==> src/design/upd_pkg.sv <==
// ----------------------------------------------------------------------------
// upd_pkg
// Shared types, character constants and helper functions for the URI
// percent/UTF-8 decoder.
// ----------------------------------------------------------------------------
package upd_pkg;

  // most bytes a single character can produce
  localparam int MAX_RES = 3;
  localparam int CNT_W   = $clog2(MAX_RES + 1);

  // characters with a special meaning
  localparam logic [7:0] CH_PCT   = 8'h25;
  localparam logic [7:0] CH_PLUS  = 8'h2B;
  localparam logic [7:0] CH_SPACE = 8'h20;
  localparam logic [7:0] CH_ZERO  = 8'h30;
  localparam logic [7:0] CH_TWO   = 8'h32;
  localparam logic [7:0] CH_FOUR  = 8'h34;
  localparam logic [7:0] CH_SEVEN = 8'h37;
  localparam logic [7:0] CH_NINE  = 8'h39;
  localparam logic [7:0] CH_UA    = 8'h41;
  localparam logic [7:0] CH_UC    = 8'h43;
  localparam logic [7:0] CH_UD    = 8'h44;
  localparam logic [7:0] CH_UE    = 8'h45;
  localparam logic [7:0] CH_UF    = 8'h46;
  localparam logic [7:0] CH_LA    = 8'h61;
  localparam logic [7:0] CH_LC    = 8'h63;
  localparam logic [7:0] CH_LD    = 8'h64;
  localparam logic [7:0] CH_LE    = 8'h65;
  localparam logic [7:0] CH_LF    = 8'h66;

  // escape scan phase
  typedef enum logic [1:0] {
    PH_IDLE,
    PH_PCT,
    PH_DIGIT,
    PH_CONT
  } phase_e;

  // position inside a continuation group
  typedef enum logic [1:0] {
    POS_SEP,
    POS_FIRST,
    POS_SECOND_HEX,
    POS_SECOND_NONHEX
  } grp_pos_e;

  // decoder state
  typedef struct packed {
    phase_e     phase;
    logic [7:0] held_char;
    logic [1:0] pairs_left;
    grp_pos_e   pos;
    logic [3:0] high_nibble;
  } dec_state_t;

  // one output word
  typedef struct packed {
    logic [7:0] out_byte;
    logic       byte_valid;
    logic       final_result;
    logic       truncated;
  } result_t;

  // words produced by one character
  typedef struct packed {
    logic [CNT_W-1:0]           count;
    result_t [MAX_RES-1:0]      res;
  } dec_list_t;

  // hex digit value, msb set when the character is a hex digit
  function automatic logic [4:0] hex_val(input logic [7:0] c);
    logic [4:0] r;
    r = '0;
    if (c inside {[CH_ZERO:CH_NINE]}) begin
      r = {1'b1, 4'(c - CH_ZERO)};
    end else if (c inside {[CH_LA:CH_LF]}) begin
      r = {1'b1, 4'(c - CH_LA + 8'd10)};
    end else if (c inside {[CH_UA:CH_UF]}) begin
      r = {1'b1, 4'(c - CH_UA + 8'd10)};
    end
    return r;
  endfunction

  // bytes in the sequence that a lead digit opens, zero if none
  function automatic logic [2:0] lead_len(input logic [7:0] c);
    logic [2:0] r;
    r = 3'd0;
    if (c inside {[CH_ZERO:CH_SEVEN]}) begin
      r = 3'd1;
    end else if (c inside {CH_LC, CH_UC, CH_LD, CH_UD}) begin
      r = 3'd2;
    end else if (c inside {CH_LE, CH_UE}) begin
      r = 3'd3;
    end else if (c inside {CH_LF, CH_UF}) begin
      r = 3'd4;
    end
    return r;
  endfunction

  // first escape pair qualifies
  function automatic logic pair_ok(input logic [7:0] x0, input logic [7:0] x1);
    logic [4:0] hv;
    logic       r;
    hv = hex_val(x1);
    if (x0 inside {CH_LC, CH_UC}) begin
      r = (x1 inside {[CH_TWO:CH_NINE]}) || (hv[4] && (hv[3:0] >= 4'd10));
    end else if (x0 inside {CH_LF, CH_UF}) begin
      r = x1 inside {[CH_ZERO:CH_FOUR]};
    end else begin
      r = (lead_len(x0) != 3'd0) && hv[4];
    end
    return r;
  endfunction

  // append one data byte, dropped once the list is full
  function automatic dec_list_t put_byte(input dec_list_t l, input logic [7:0] b);
    dec_list_t r;
    r = l;
    if (l.count < CNT_W'(MAX_RES)) begin
      r.res[l.count] = '{out_byte: b, byte_valid: 1'b1, final_result: 1'b0,
                         truncated: 1'b0};
      r.count = l.count + CNT_W'(1);
    end
    return r;
  endfunction

  // ordinary text character, plus becomes space
  function automatic logic [7:0] plain_byte(input logic [7:0] c);
    return (c == CH_PLUS) ? CH_SPACE : c;
  endfunction

endpackage

==> src/design/upd_decode.sv <==
// ----------------------------------------------------------------------------
// upd_decode
// Single-pass decode of one character: from the current state and the
// character, forms the next state and the list of output words.
// ----------------------------------------------------------------------------
module upd_decode (
  input  upd_pkg::dec_state_t st_i,
  input  logic [7:0]          in_char_i,
  input  logic                end_of_text_i,
  output upd_pkg::dec_state_t st_o,
  output upd_pkg::dec_list_t  list_o
);

  always_comb begin
    upd_pkg::dec_state_t st;
    upd_pkg::dec_list_t  l;
    upd_pkg::dec_list_t  lf;
    logic [4:0]          hv;
    logic [4:0]          hx;
    logic [2:0]          len;
    logic                trunc;

    st    = st_i;
    l     = '0;
    hv    = upd_pkg::hex_val(in_char_i);
    hx    = upd_pkg::hex_val(st_i.held_char);
    len   = upd_pkg::lead_len(st_i.held_char);
    trunc = 1'b0;

    // character step
    case (st_i.phase)
      upd_pkg::PH_PCT: begin
        if (upd_pkg::lead_len(in_char_i) != 3'd0) begin
          st.held_char = in_char_i;
          st.phase     = upd_pkg::PH_DIGIT;
        end else begin
          l = upd_pkg::put_byte(l, upd_pkg::CH_PCT);
          if (in_char_i != upd_pkg::CH_PCT) begin
            l        = upd_pkg::put_byte(l, upd_pkg::plain_byte(in_char_i));
            st.phase = upd_pkg::PH_IDLE;
          end
        end
      end
      upd_pkg::PH_DIGIT: begin
        if (upd_pkg::pair_ok(st_i.held_char, in_char_i)) begin
          l = upd_pkg::put_byte(l, {hx[3:0], hv[3:0]});
          if (len <= 3'd1) begin
            st.phase = upd_pkg::PH_IDLE;
          end else begin
            st.pairs_left = 2'(len - 3'd1);
            st.pos        = upd_pkg::POS_SEP;
            st.phase      = upd_pkg::PH_CONT;
          end
        end else begin
          // failed escape: literal percent, held digit, rescan character
          l = upd_pkg::put_byte(l, upd_pkg::CH_PCT);
          l = upd_pkg::put_byte(l, st_i.held_char);
          if (in_char_i == upd_pkg::CH_PCT) begin
            st.phase = upd_pkg::PH_PCT;
          end else begin
            l        = upd_pkg::put_byte(l, upd_pkg::plain_byte(in_char_i));
            st.phase = upd_pkg::PH_IDLE;
          end
        end
      end
      upd_pkg::PH_CONT: begin
        case (st_i.pos)
          upd_pkg::POS_SEP: begin
            st.pos = upd_pkg::POS_FIRST;
          end
          upd_pkg::POS_FIRST: begin
            if (hv[4]) begin
              st.high_nibble = hv[3:0];
              st.pos         = upd_pkg::POS_SECOND_HEX;
            end else begin
              st.high_nibble = 4'd0;
              st.pos         = upd_pkg::POS_SECOND_NONHEX;
            end
          end
          upd_pkg::POS_SECOND_HEX: begin
            if (hv[4]) begin
              l = upd_pkg::put_byte(l, {st_i.high_nibble, hv[3:0]});
            end else begin
              l = upd_pkg::put_byte(l, {4'd0, st_i.high_nibble});
            end
            st.pairs_left = st_i.pairs_left - 2'd1;
            st.pos        = upd_pkg::POS_SEP;
            if (st.pairs_left == 2'd0) begin
              st.phase = upd_pkg::PH_IDLE;
            end
          end
          default: begin
            l             = upd_pkg::put_byte(l, 8'd0);
            st.pairs_left = st_i.pairs_left - 2'd1;
            st.pos        = upd_pkg::POS_SEP;
            if (st.pairs_left == 2'd0) begin
              st.phase = upd_pkg::PH_IDLE;
            end
          end
        endcase
      end
      default: begin
        if (in_char_i == upd_pkg::CH_PCT) begin
          st.phase = upd_pkg::PH_PCT;
        end else begin
          l = upd_pkg::put_byte(l, upd_pkg::plain_byte(in_char_i));
        end
      end
    endcase

    // end of text: flush pending escape, mark last word, back to idle
    lf = l;
    if (end_of_text_i) begin
      if (st.phase == upd_pkg::PH_PCT) begin
        lf = upd_pkg::put_byte(lf, upd_pkg::CH_PCT);
      end else if (st.phase == upd_pkg::PH_DIGIT) begin
        lf = upd_pkg::put_byte(lf, upd_pkg::CH_PCT);
        lf = upd_pkg::put_byte(lf, st.held_char);
      end else if (st.phase == upd_pkg::PH_CONT) begin
        trunc = 1'b1;
      end
      st.phase       = upd_pkg::PH_IDLE;
      st.pairs_left  = 2'd0;
      st.pos         = upd_pkg::POS_SEP;
      st.high_nibble = 4'd0;
      if (lf.count == '0) begin
        lf.count  = upd_pkg::CNT_W'(1);
        lf.res[0] = '{out_byte: 8'd0, byte_valid: 1'b0, final_result: 1'b1,
                      truncated: trunc};
      end else begin
        for (int i = 0; i < upd_pkg::MAX_RES; i++) begin
          if (upd_pkg::CNT_W'(i) == lf.count - upd_pkg::CNT_W'(1)) begin
            lf.res[i].final_result = 1'b1;
            lf.res[i].truncated    = trunc;
          end
        end
      end
    end

    st_o   = st;
    list_o = lf;
  end

endmodule

==> src/design/upd_out_buf.sv <==
// ----------------------------------------------------------------------------
// upd_out_buf
// Result register for the decoder: holds one character's words and hands
// them out one per unstalled cycle, taking the next list as the last goes.
// ----------------------------------------------------------------------------
module upd_out_buf (
  input  logic               clk_i,
  input  logic               rst_ni,
  input  logic               load_i,
  input  upd_pkg::dec_list_t list_i,
  output logic               free_o,
  output logic               out_valid_o,
  input  logic               out_stall_i,
  output upd_pkg::result_t   word_o
);

  upd_pkg::result_t [upd_pkg::MAX_RES-1:0] ent_q, ent_d;
  logic [upd_pkg::CNT_W-1:0]              cnt_q, cnt_d;
  logic                                   pop;

  // handshake
  assign out_valid_o = (cnt_q != '0);
  assign pop         = out_valid_o && !out_stall_i;
  assign free_o      = (cnt_q == '0) || ((cnt_q == upd_pkg::CNT_W'(1)) && pop);
  assign word_o      = ent_q[0];

  // shift down on pop, reload with a fresh list
  always_comb begin
    ent_d = ent_q;
    cnt_d = cnt_q;
    if (pop) begin
      for (int i = 0; i < upd_pkg::MAX_RES - 1; i++) begin
        ent_d[i] = ent_q[i+1];
      end
      cnt_d = cnt_q - upd_pkg::CNT_W'(1);
    end
    if (load_i) begin
      ent_d = list_i.res;
      cnt_d = list_i.count;
    end
  end

  // word storage
  always_ff @(posedge clk_i) begin
    ent_q <= ent_d;
  end

  // fill count
  always_ff @(posedge clk_i or negedge rst_ni) begin
    if (!rst_ni) begin
      cnt_q <= '0;
    end else begin
      cnt_q <= cnt_d;
    end
  end

  // a list is only taken once the previous one is gone
  a_load_when_free: assert property (@(posedge clk_i) disable iff (!rst_ni)
    load_i |-> free_o)
    else $error("list loaded while words still pending");

  // more than one pending word blocks new input
  a_busy_not_free: assert property (@(posedge clk_i) disable iff (!rst_ni)
    (cnt_q > upd_pkg::CNT_W'(1)) |-> !free_o)
    else $error("buffer reports free with several words pending");

  // a pop without load drops the count by one
  a_pop_count: assert property (@(posedge clk_i) disable iff (!rst_ni)
    (pop && !load_i) |=> (cnt_q == $past(cnt_q) - upd_pkg::CNT_W'(1)))
    else $error("word count wrong after pop");

  // the final word of a text is always the last pending one
  a_final_last: assert property (@(posedge clk_i) disable iff (!rst_ni)
    (out_valid_o && word_o.final_result) |-> (cnt_q == upd_pkg::CNT_W'(1)))
    else $error("final word followed by further words");

endmodule

==> src/design/uri_percent_utf8_decoder.sv <==
// ----------------------------------------------------------------------------
// uri_percent_utf8_decoder
// Streaming percent decoder for URI text with UTF-8 multi-byte escapes.
// ----------------------------------------------------------------------------
// Takes one character word per cycle while in_stall_o is low and returns
// decoded byte words. Each character is decoded in one pass from the state
// register into a three-word result register, which drains one word per
// cycle while out_stall_i is low. A character that yields more than one
// word (a failed escape gives up to three) holds off input until its last
// word is leaving the result register. Plus decodes to space, %XX escapes
// decode per their lead pair, and the last word of a text carries
// final_result (and truncated when the text ended inside a multi-byte
// escape). A text whose last character yields nothing still gets one bare
// end word with byte_valid low.
module uri_percent_utf8_decoder (
  input  logic       clk_i,
  input  logic       rst_ni,
  input  logic       in_valid_i,
  output logic       in_stall_o,
  input  logic [7:0] in_char_i,
  input  logic       end_of_text_i,
  output logic       out_valid_o,
  input  logic       out_stall_i,
  output logic [7:0] out_byte_o,
  output logic       byte_valid_o,
  output logic       final_result_o,
  output logic       truncated_o
);

  upd_pkg::dec_state_t st_q, st_d, st_next;
  upd_pkg::dec_list_t  list;
  upd_pkg::result_t    word;
  logic                free;
  logic                accept;

  // input handshake
  assign in_stall_o = !free;
  assign accept     = in_valid_i && free;

  // character decode
  upd_decode u_decode (
    .st_i          (st_q),
    .in_char_i     (in_char_i),
    .end_of_text_i (end_of_text_i),
    .st_o          (st_next),
    .list_o        (list)
  );

  // result register
  upd_out_buf u_out_buf (
    .clk_i       (clk_i),
    .rst_ni      (rst_ni),
    .load_i      (accept),
    .list_i      (list),
    .free_o      (free),
    .out_valid_o (out_valid_o),
    .out_stall_i (out_stall_i),
    .word_o      (word)
  );

  assign out_byte_o     = word.out_byte;
  assign byte_valid_o   = word.byte_valid;
  assign final_result_o = word.final_result;
  assign truncated_o    = word.truncated;

  // state update on accept
  assign st_d = accept ? st_next : st_q;

  // decoder state
  always_ff @(posedge clk_i or negedge rst_ni) begin
    if (!rst_ni) begin
      st_q.phase       <= upd_pkg::PH_IDLE;
      st_q.held_char   <= 8'd0;
      st_q.pairs_left  <= 2'd0;
      st_q.pos         <= upd_pkg::POS_SEP;
      st_q.high_nibble <= 4'd0;
    end else begin
      st_q.phase       <= st_d.phase;
      st_q.held_char   <= st_d.held_char;
      st_q.pairs_left  <= st_d.pairs_left;
      st_q.pos         <= st_d.pos;
      st_q.high_nibble <= st_d.high_nibble;
    end
  end

  // end of text always returns the decoder to idle
  a_eot_idle: assert property (@(posedge clk_i) disable iff (!rst_ni)
    (accept && end_of_text_i) |=> (st_q.phase == upd_pkg::PH_IDLE))
    else $error("decoder not idle after end of text");

  // continuation phase always has pairs left to take
  a_cont_pairs: assert property (@(posedge clk_i) disable iff (!rst_ni)
    (st_q.phase == upd_pkg::PH_CONT) |-> (st_q.pairs_left != 2'd0))
    else $error("continuation phase with no pairs left");

  // truncated only marks a final word
  a_trunc_final: assert property (@(posedge clk_i) disable iff (!rst_ni)
    (out_valid_o && truncated_o) |-> final_result_o)
    else $error("truncated flag on a non-final word");

endmodule
==> config.mk <==
export PLATFORM = sky130hd
export DESIGN_NAME = uri_percent_utf8_decoder
export DESIGN_NICKNAME = d
export VERILOG_FILES = /design/src/design/upd_pkg.sv /design/src/design/upd_decode.sv /design/src/design/upd_out_buf.sv /design/src/design/uri_percent_utf8_decoder.sv
export SDC_FILE = /design/constraint.sdc
export NUM_CORES = 1
export LEC_CHECK = 0
export BUFFER_PORTS_ARGS = -buffer_cell sky130_fd_sc_hd__buf_4
export CAP_MARGIN = 40
export CORE_ASPECT_RATIO = 1.1
export CORE_UTILIZATION = 57
export CTS_BUF_LIST = sky130_fd_sc_hd__clkbuf_4 sky130_fd_sc_hd__clkbuf_8
export DETAILED_ROUTE_END_ITERATION = 8
export HOLD_SLACK_MARGIN = 0.02
export PLACE_DENSITY = 0.72
export SETUP_SLACK_MARGIN = 0.02
export SYNTH_ARGS = -nofsm -noshare
export SYNTH_HDL_FRONTEND = slang
export SYNTH_SLANG_ARGS = --single-unit
==> constraint.sdc <==
create_clock -name clk_i -period 7.8 [get_ports clk_i]
set_clock_uncertainty 0.2 [all_clocks]
set_input_delay 0 -clock clk_i [delete_from_list [all_inputs] [get_ports clk_i]]
set_output_delay 0 -clock clk_i [all_outputs]
set_load 0.05 [all_outputs]
### Word level (Yosys, flattened, before mapping)

Cells that the tools add are included.
Widths: inputs -> output; s select.

| storage, ports and cells | value |
|---|---|
| register bits | 53 |
| input bits | 13 |
| word-level logic and storage cells | 259 |

| operators by class | value |
|---|---|
| $add $sub $neg | 19 |
| magnitude comparators | 33 |
| eq/ne operators | 33 |
| muxes and demuxes | 106 |
| bitwise logic cells | 3 |
| reduce and logical (&&, ||, !) cells | 47 |

Operator list:

| operator | number |
|---|---|
| $mux 35 | 18 |
| $bwmux 33 | 4 |
| $eq 8x7->1 const B | 16 |
| $demux 11 s2 | 5 |
| $mux 11 | 10 |
| $pmux 35 s3 | 1 |
| $pmux 35 s2 | 1 |
| $mux 2 | 23 |
| $mux 22 | 2 |
| $mux 3 | 14 |
| $le 8x6->1 const B | 5 |
| $mux 34 | 1 |
| $ge 8x7->1 const B | 4 |
| $le 8x7->1 const B | 4 |
| $mux 8 | 4 |
| $mux 4 | 7 |
| $mux 5 | 5 |
| $ge 8x6->1 const B | 3 |
| $sub 4x1->4 const B | 6 |
| $and 21x21->21 | 1 |
| $not 21->21 | 1 |
| $logic_and 1x1->1 | 20 |
| $reduce_bool 2->1 | 9 |
| $add 4x4->4 const B | 4 |
| other kinds (30) | 73 |

### Longest topological paths before layout

| logic depth | value |
|---|---|
| word-level depth | 57 |
| gate-level depth with buffers | 11 |

### By module

A second synthesis with hierarchy kept.

| second synthesis, totals | value |
|---|---|
| cell total of the unflattened synthesis | 412 |
| area, all modules | 4108.9 um^2 |

By module, submodules not included:

| module | times used | cells each | area an instance (um^2) | seq. area each (um^2) |
|---|---|---|---|---|
| upd_decode | 1 | 285 | 1886.8 | 0.0 |
| upd_out_buf | 1 | 87 | 1501.4 | 1041.0 |
| uri_percent_utf8_decoder | 1 | 40 | 720.7 | 450.4 |

### Worst setup path before layout

No wires, ideal clock.

| timing | value |
|---|---|
| path kind | register -> register |
| from | reg st_q[12] (netlist name) |
| to | reg st_q[7] (netlist name) |
| arrival | 2.998 ns |
| slack | 4.480 ns |
| cell stages (with the launch flop) | 9 |
| path buffers | 1 |
| clock period less this slack | 3.320 ns |
| path through | dfrtp_1 > or4b_2 > clkbuf_1 > o21a_1 > ha_1 > o32a_1 > a22o_4 > or4_1 > a32o_1 |

| on the way | value |
|---|---|
| cells in the longest elaborated chain, start to end | 15 |

Ends and longest elaborated chain:

| item | RTL line | source |
|---|---|---|
| start: declaration | uri_percent_utf8_decoder.sv:30 | `upd_pkg::dec_state_t st_q, st_d, st_next;` |
| $eq 8x7->1 | upd_pkg.sv:93 | `end else if (c inside {CH_LE, CH_UE}) begin` |
| $reduce_bool 2->1 | upd_pkg.sv:93 |  |
| $mux 2 | upd_pkg.sv:93 |  |
| $mux 3 | upd_pkg.sv:91 | `end else if (c inside {CH_LC, CH_UC, CH_LD, CH_UD}) begin` |
| $mux 3 | upd_pkg.sv:89 | `if (c inside {[CH_ZERO:CH_SEVEN]}) begin` |
| $mux 3 | upd_pkg.sv:108 | `end else if (x0 inside {CH_LF, CH_UF}) begin` |
| $mux 3 | upd_pkg.sv:106 | `if (x0 inside {CH_LC, CH_UC}) begin` |
| $mux 3 | upd_decode.sv:31 | `case (st_i.phase)` |
| $reduce_bool 3->1 | upd_pkg.sv:111 | `r = (lead_len(x0) != 3'd0) && hv[4];` |
| $logic_and 1x1->1 | upd_pkg.sv:111 |  |
| $mux 1 | upd_pkg.sv:108 |  |
| $mux 1 | upd_pkg.sv:106 |  |
| $mux 1 | upd_decode.sv:31 |  |
| $ne 3x2->1 (no source line) | -- |  |
| $reduce_and 5->1 (no source line) | -- |  |

Parallel ways exist; a longest one is shown, timed or not. The select of a mux whose other input is x is not followed.
A chain may end at the register's enable or synchronous reset.

### Worst setup path in the final report

Ends and elaborated chain as after synthesis.

==> metrics.txt <==
# TYPE chip_impl_metric gauge
chip_impl_metric{name="dpl.hpwl",unit="mm"} 6.13
chip_impl_metric{name="hold_path_depth",unit=""} 4
chip_impl_metric{name="finalSetupViolCount",unit=""} 0
chip_impl_info{name="synth_largest_area_cell",value="edfxtp_1"} 1
chip_impl_metric{name="area_growth_syn_to_layout",unit="%"} 12.9
chip_impl_info{name="cp_cell_sequence",value="or4b_2 > o21a_1 > ha_1 > o32a_1 > a22o_4 > or4_1 > a32o_1"} 1
chip_impl_metric{name="number_of_buffers_on_the_longest_clock_path",unit=""} 2
chip_impl_info{name="hold_worst_path_end",value="u_out_buf.cnt_q[1]"} 1
chip_impl_info{name="worst_setup_path_start_kind",value="flop"} 1
chip_impl_metric{name="diodes",unit=""} 0
chip_impl_metric{name="post_synthesis_mean_instance_area",unit="um^2"} 9.19
chip_impl_info{name="root_buffer",value="clkbuf_8"} 1
chip_impl_metric{name="max-vdd-ir-drop",unit="mV"} 0.188
chip_impl_info{name="startpoint_of_the_worst_slack_reg_to_reg_timing_path",value="st_q[12]"} 1
chip_impl_metric{name="portBuffers",unit=""} 25
chip_impl_metric{name="power-per-cell-area",unit="nW/um^2"} 351
chip_impl_metric{name="grt_pass1_wl",unit="mm"} 13.7
chip_impl_metric{name="first_pass_iters",unit=""} 5
chip_impl_metric{name="ys.warnings.count",unit=""} 0
chip_impl_metric{name="synth_edf_count",unit=""} 33
chip_impl_metric{name="core",unit="um^2"} 5770
chip_impl_metric{name="worst_slack",unit="ns"} 4.27
chip_impl_metric{name="timing.critical_path.fanout_max",unit=""} 26
chip_impl_metric{name="finalWeightedCongestion",unit=""} 0.924
chip_impl_metric{name="critPathArrivalTime",unit="ns"} 3.53
chip_impl_metric{name="synth-seq-cells",unit=""} 53
chip_impl_metric{name="fin_tns_setup",unit="ns"} 0
chip_impl_metric{name="dieArea",unit="um^2"} 6260
chip_impl_metric{name="nFillCells",unit=""} 463
chip_impl_metric{name="ff2ff_setup_slack",unit="ns"} 4.27
chip_impl_metric{name="max_freq",unit="GHz"} 0.284
chip_impl_metric{name="share_of_final_layout_standard_cells_stronger_than_drive_strength_1",unit=""} 0.125
chip_impl_metric{name="required",unit="ns"} 7.80
chip_impl_metric{name="global_route.overflow_total",unit=""} 0
chip_impl_metric{name="maximum_level_of_the_cts_h_tree",unit=""} 2
chip_impl_metric{name="die_h",unit="um"} 82.9
chip_impl_metric{name="synth-seq-area-share",unit=""} 0.440
chip_impl_info{name="crit_type",value="flop to flop"} 1
chip_impl_metric{name="cts_inserted_buffers",unit=""} 5
chip_impl_info{name="status",value="finished clean"} 1
chip_impl_metric{name="timing.critical_path.slowest_cell_delay",unit="ns"} 0.80
chip_impl_metric{name="worst_pin_slew",unit="ns"} 0.812
chip_impl_metric{name="drt-vias-per-instance",unit=""} 6.22
chip_impl_metric{name="synthDominantCellAreaShare",unit=""} 0.292
chip_impl_info{name="slowest_cp_cell",value="or4b_2"} 1
chip_impl_metric{name="initialDrtViolationCount",unit=""} 254
chip_impl_info{name="timing.rr.end",value="st_q[7]"} 1
chip_impl_metric{name="worst_r2r_path_depth",unit=""} 7
chip_impl_metric{name="clock_net_sink_count",unit=""} 53
chip_impl_info{name="timing.hold.worst.class",value="input pin to flop"} 1
chip_impl_metric{name="drt.antenna.violating_nets",unit=""} 0
chip_impl_metric{name="initial_core_util",unit=""} 0.588
chip_impl_metric{name="maxCapViolCount",unit=""} 0
chip_impl_metric{name="async_reset_ff_frac",unit=""} 0.377
chip_impl_info{name="worst_path_dominant_cell_family",value="simple AND/OR/NAND/NOR gates"} 1
chip_impl_metric{name="p_total",unit="W"} 0.00135
chip_impl_metric{name="synth_cells",unit=""} 369
chip_impl_info{name="cts_tree",value="built"} 1
chip_impl_metric{name="grt.total_usage",unit=""} 0.289
chip_impl_info{name="grt_setup_unrepaired",value="no"} 1
chip_impl_metric{name="wirelength",unit="mm"} 8.48
chip_impl_metric{name="vias_in_the_first_global_route",unit=""} 2618
chip_impl_metric{name="finalHoldViolCount",unit=""} 0
chip_impl_metric{name="timing.max_slew.rel_slack",unit=""} 0.456
chip_impl_metric{name="path_clk_slew",unit="ns"} 0.09
chip_impl_metric{name="finalNetCount",unit=""} 417
chip_impl_metric{name="core.rowCount",unit=""} 29
chip_impl_info{name="synthFlopType",value="edfxtp_1"} 1
chip_impl_metric{name="mappedNetlistNets",unit=""} 395
chip_impl_metric{name="die_w",unit="um"} 75.6
chip_impl_metric{name="drc_errors",unit=""} 0
chip_impl_metric{name="netlist-cell-type-count",unit=""} 56
chip_impl_info{name="critical_path.endpoint_type",value="flop"} 1
chip_impl_metric{name="vias",unit=""} 2915
chip_impl_metric{name="share_of_the_cycle_needed_by_the_critical_path_after_routing",unit=""} 0.452
chip_impl_metric{name="floorplan.io_pins",unit=""} 26
chip_impl_metric{name="finalCriticalPeriod",unit="ns"} 3.53
chip_impl_info{name="ys_top_cells_by_area",value="edfxtp_1 29%, dfrtp_1 15%, ha_1 4.8%, nor2_1 4.8%, nand2_1 4.3%"} 1
chip_impl_metric{name="total_leakage_power",unit="nW"} 1.56
chip_impl_metric{name="post_synth_instance_area",unit="um^2"} 3390
chip_impl_metric{name="post_cts.resized_instances",unit=""} 0
chip_impl_metric{name="number_of_buffers_and_inverters_on_the_critical_path",unit=""} 0
chip_impl_metric{name="clock_latency_reported_for_the_late_side_of_the_worst_skew_pair",unit="ns"} 0.31
chip_impl_metric{name="report.final.slew_viol_count",unit=""} 0
chip_impl_metric{name="antenna_found_initial",unit=""} 0
chip_impl_metric{name="detailedPlace.worstSlack",unit="ns"} 4.30
chip_impl_info{name="worst_hold_startpoint",value="in_valid_i"} 1
chip_impl_metric{name="routed_wire_length_per_instance",unit="um"} 18.1
chip_impl_metric{name="grt_start_max_net_pins",unit=""} 37
-- through the flow --
stage	hold slack [ns]	util	instance area, um^2	instances
after CTS	0.0837	0.661	3810	468
after detailed placement	-0.301	0.620	3570	447
after global routing	0.124	0.664	3830	469
after floorplan	-0.496	-	3390	369
after global placement	-0.303	0.617	3560	446
final	0.0865	0.664	3830	469
-- state kept, by name, summed over array words and instances, names as in the netlist --
signal            cells
st_q                 18
u_out_buf.word_o     11
u_out_buf.ent_q      22
u_out_buf.cnt_q       2
-- cells by family after synthesis --
logic type	synth area share
and+or+nand+nor	0.195
AOI/OAI and AO/OA	0.237
DFF	0.440
buffers and inverters	0.0575
adders and majority gates	0.0480
muxes	0.0162
xor gates and xnor gates	0.00517
other	0.00111
-- per-layer routing --
| layer | routed length (um) | part of all wire | global-route usage | vias to the layer above |
|---|---|---|---|---|
| met3 | 503 | 0.059 | 0.0485 | 18 |
| met1 | 3790 | 0.45 | 0.423 | 1385 |
| met4 | 180 | 0.021 | 0.0825 | 0 |
| met2 | 4000 | 0.47 | 0.438 | 124 |
| li1 | - | - | - | 1388 |
| met5 | 0 | 0 | 0 | - |
-- placed cells by master (no fill, tap or decap), types with 2 or more instances in the layout --
cell and n:
nor2_1 43, nand2_1 39, edfxtp_1 33, buf_4 28, o21ai_0 24, a21oi_1 23, dfrtp_1 20, inv_1 15
ha_1 13, dlygate4sd3_1 13, nand3_1 12, nor3_1 9, nand2b_1 7, o21a_1 7, a31oi_1 7, a221oi_1 7
a21o_1 6, a22o_1 5, and2_1 5, a21boi_0 5, clkbuf_8 5, nor2b_1 4, or3_1 4, mux2_2 4
o21bai_1 3, a2111oi_0 3, o31ai_1 3, a211oi_1 3, a221o_1 3, or4b_2 2, and3_1 2, nand3b_1 2
xnor2_1 2, a41oi_1 2, o211ai_1 2, buf_8 2
-- cell type report --
class	instances	area, um^2	area share
Inverter	15	56.3	0.0147
Clock inverter	3	41.3	0.0108
Sequential cell	53	1490	0.389
Tap cell	77	96.3	0.0252
Multi-Input combinational cell	273	1710	0.445
Clock buffer	5	68.8	0.0180
Timing Repair Buffer	43	370	0.0967
-- where the power goes --
group          internal [W]  switching [W]
registers          0.000439      0.0000785
logic              0.000223       0.000419
clock network     0.0000946      0.0000909
total              0.000757       0.000589
-- worst reg2reg max path, cell delays in order (launching register included) --
cell and delay, ns:
dfrtp_1 0.42, or4b_2 0.80, o21a_1 0.25, ha_1 0.19, o32a_1 0.38, a22o_4 0.37
or4_1 0.55, a32o_1 0.27
-- worst max path at each step --
stage	startpoint	to	slack (ns)	depth (start not counted)
2_1_floorplan	st_q[12]	st_q[7]	4.48	8
3_3_place_gp	st_q[12]	st_q[7]	4.37	7
3_5_place_dp	st_q[12]	st_q[7]	4.30	7
4_1_cts	st_q[12]	st_q[7]	4.29	7
5_1_grt	st_q[12]	st_q[7]	4.20	7
6_report	st_q[12]	st_q[7]	4.27	7
-- cell usage after synthesis (all sizes together) (3+ instances only) --
cell	count
or3	4
a211oi	3
dfrtp	20
ha	13
clkbuf	19
nor3	9
a21o	6
a2111oi	3
o21ai	24
or4b	3
a221o	3
mux2	4
o21a	7
o21bai	3
nand2b	7
a21oi	24
nand2	39
nand3	12
o31ai	3
nor2b	4
and2	5
nor2	44
a221oi	7
a21boi	5
a22o	6
edfxtp	33
a31oi	7
buf	9
inv	15
-- timing repair --
action,in CTS,in global routing
hold buffers,13,0
buffers inserted,0,0
hold endpoints to repair,54,0
No activity file was read; power rests on OpenSTA's default activity.
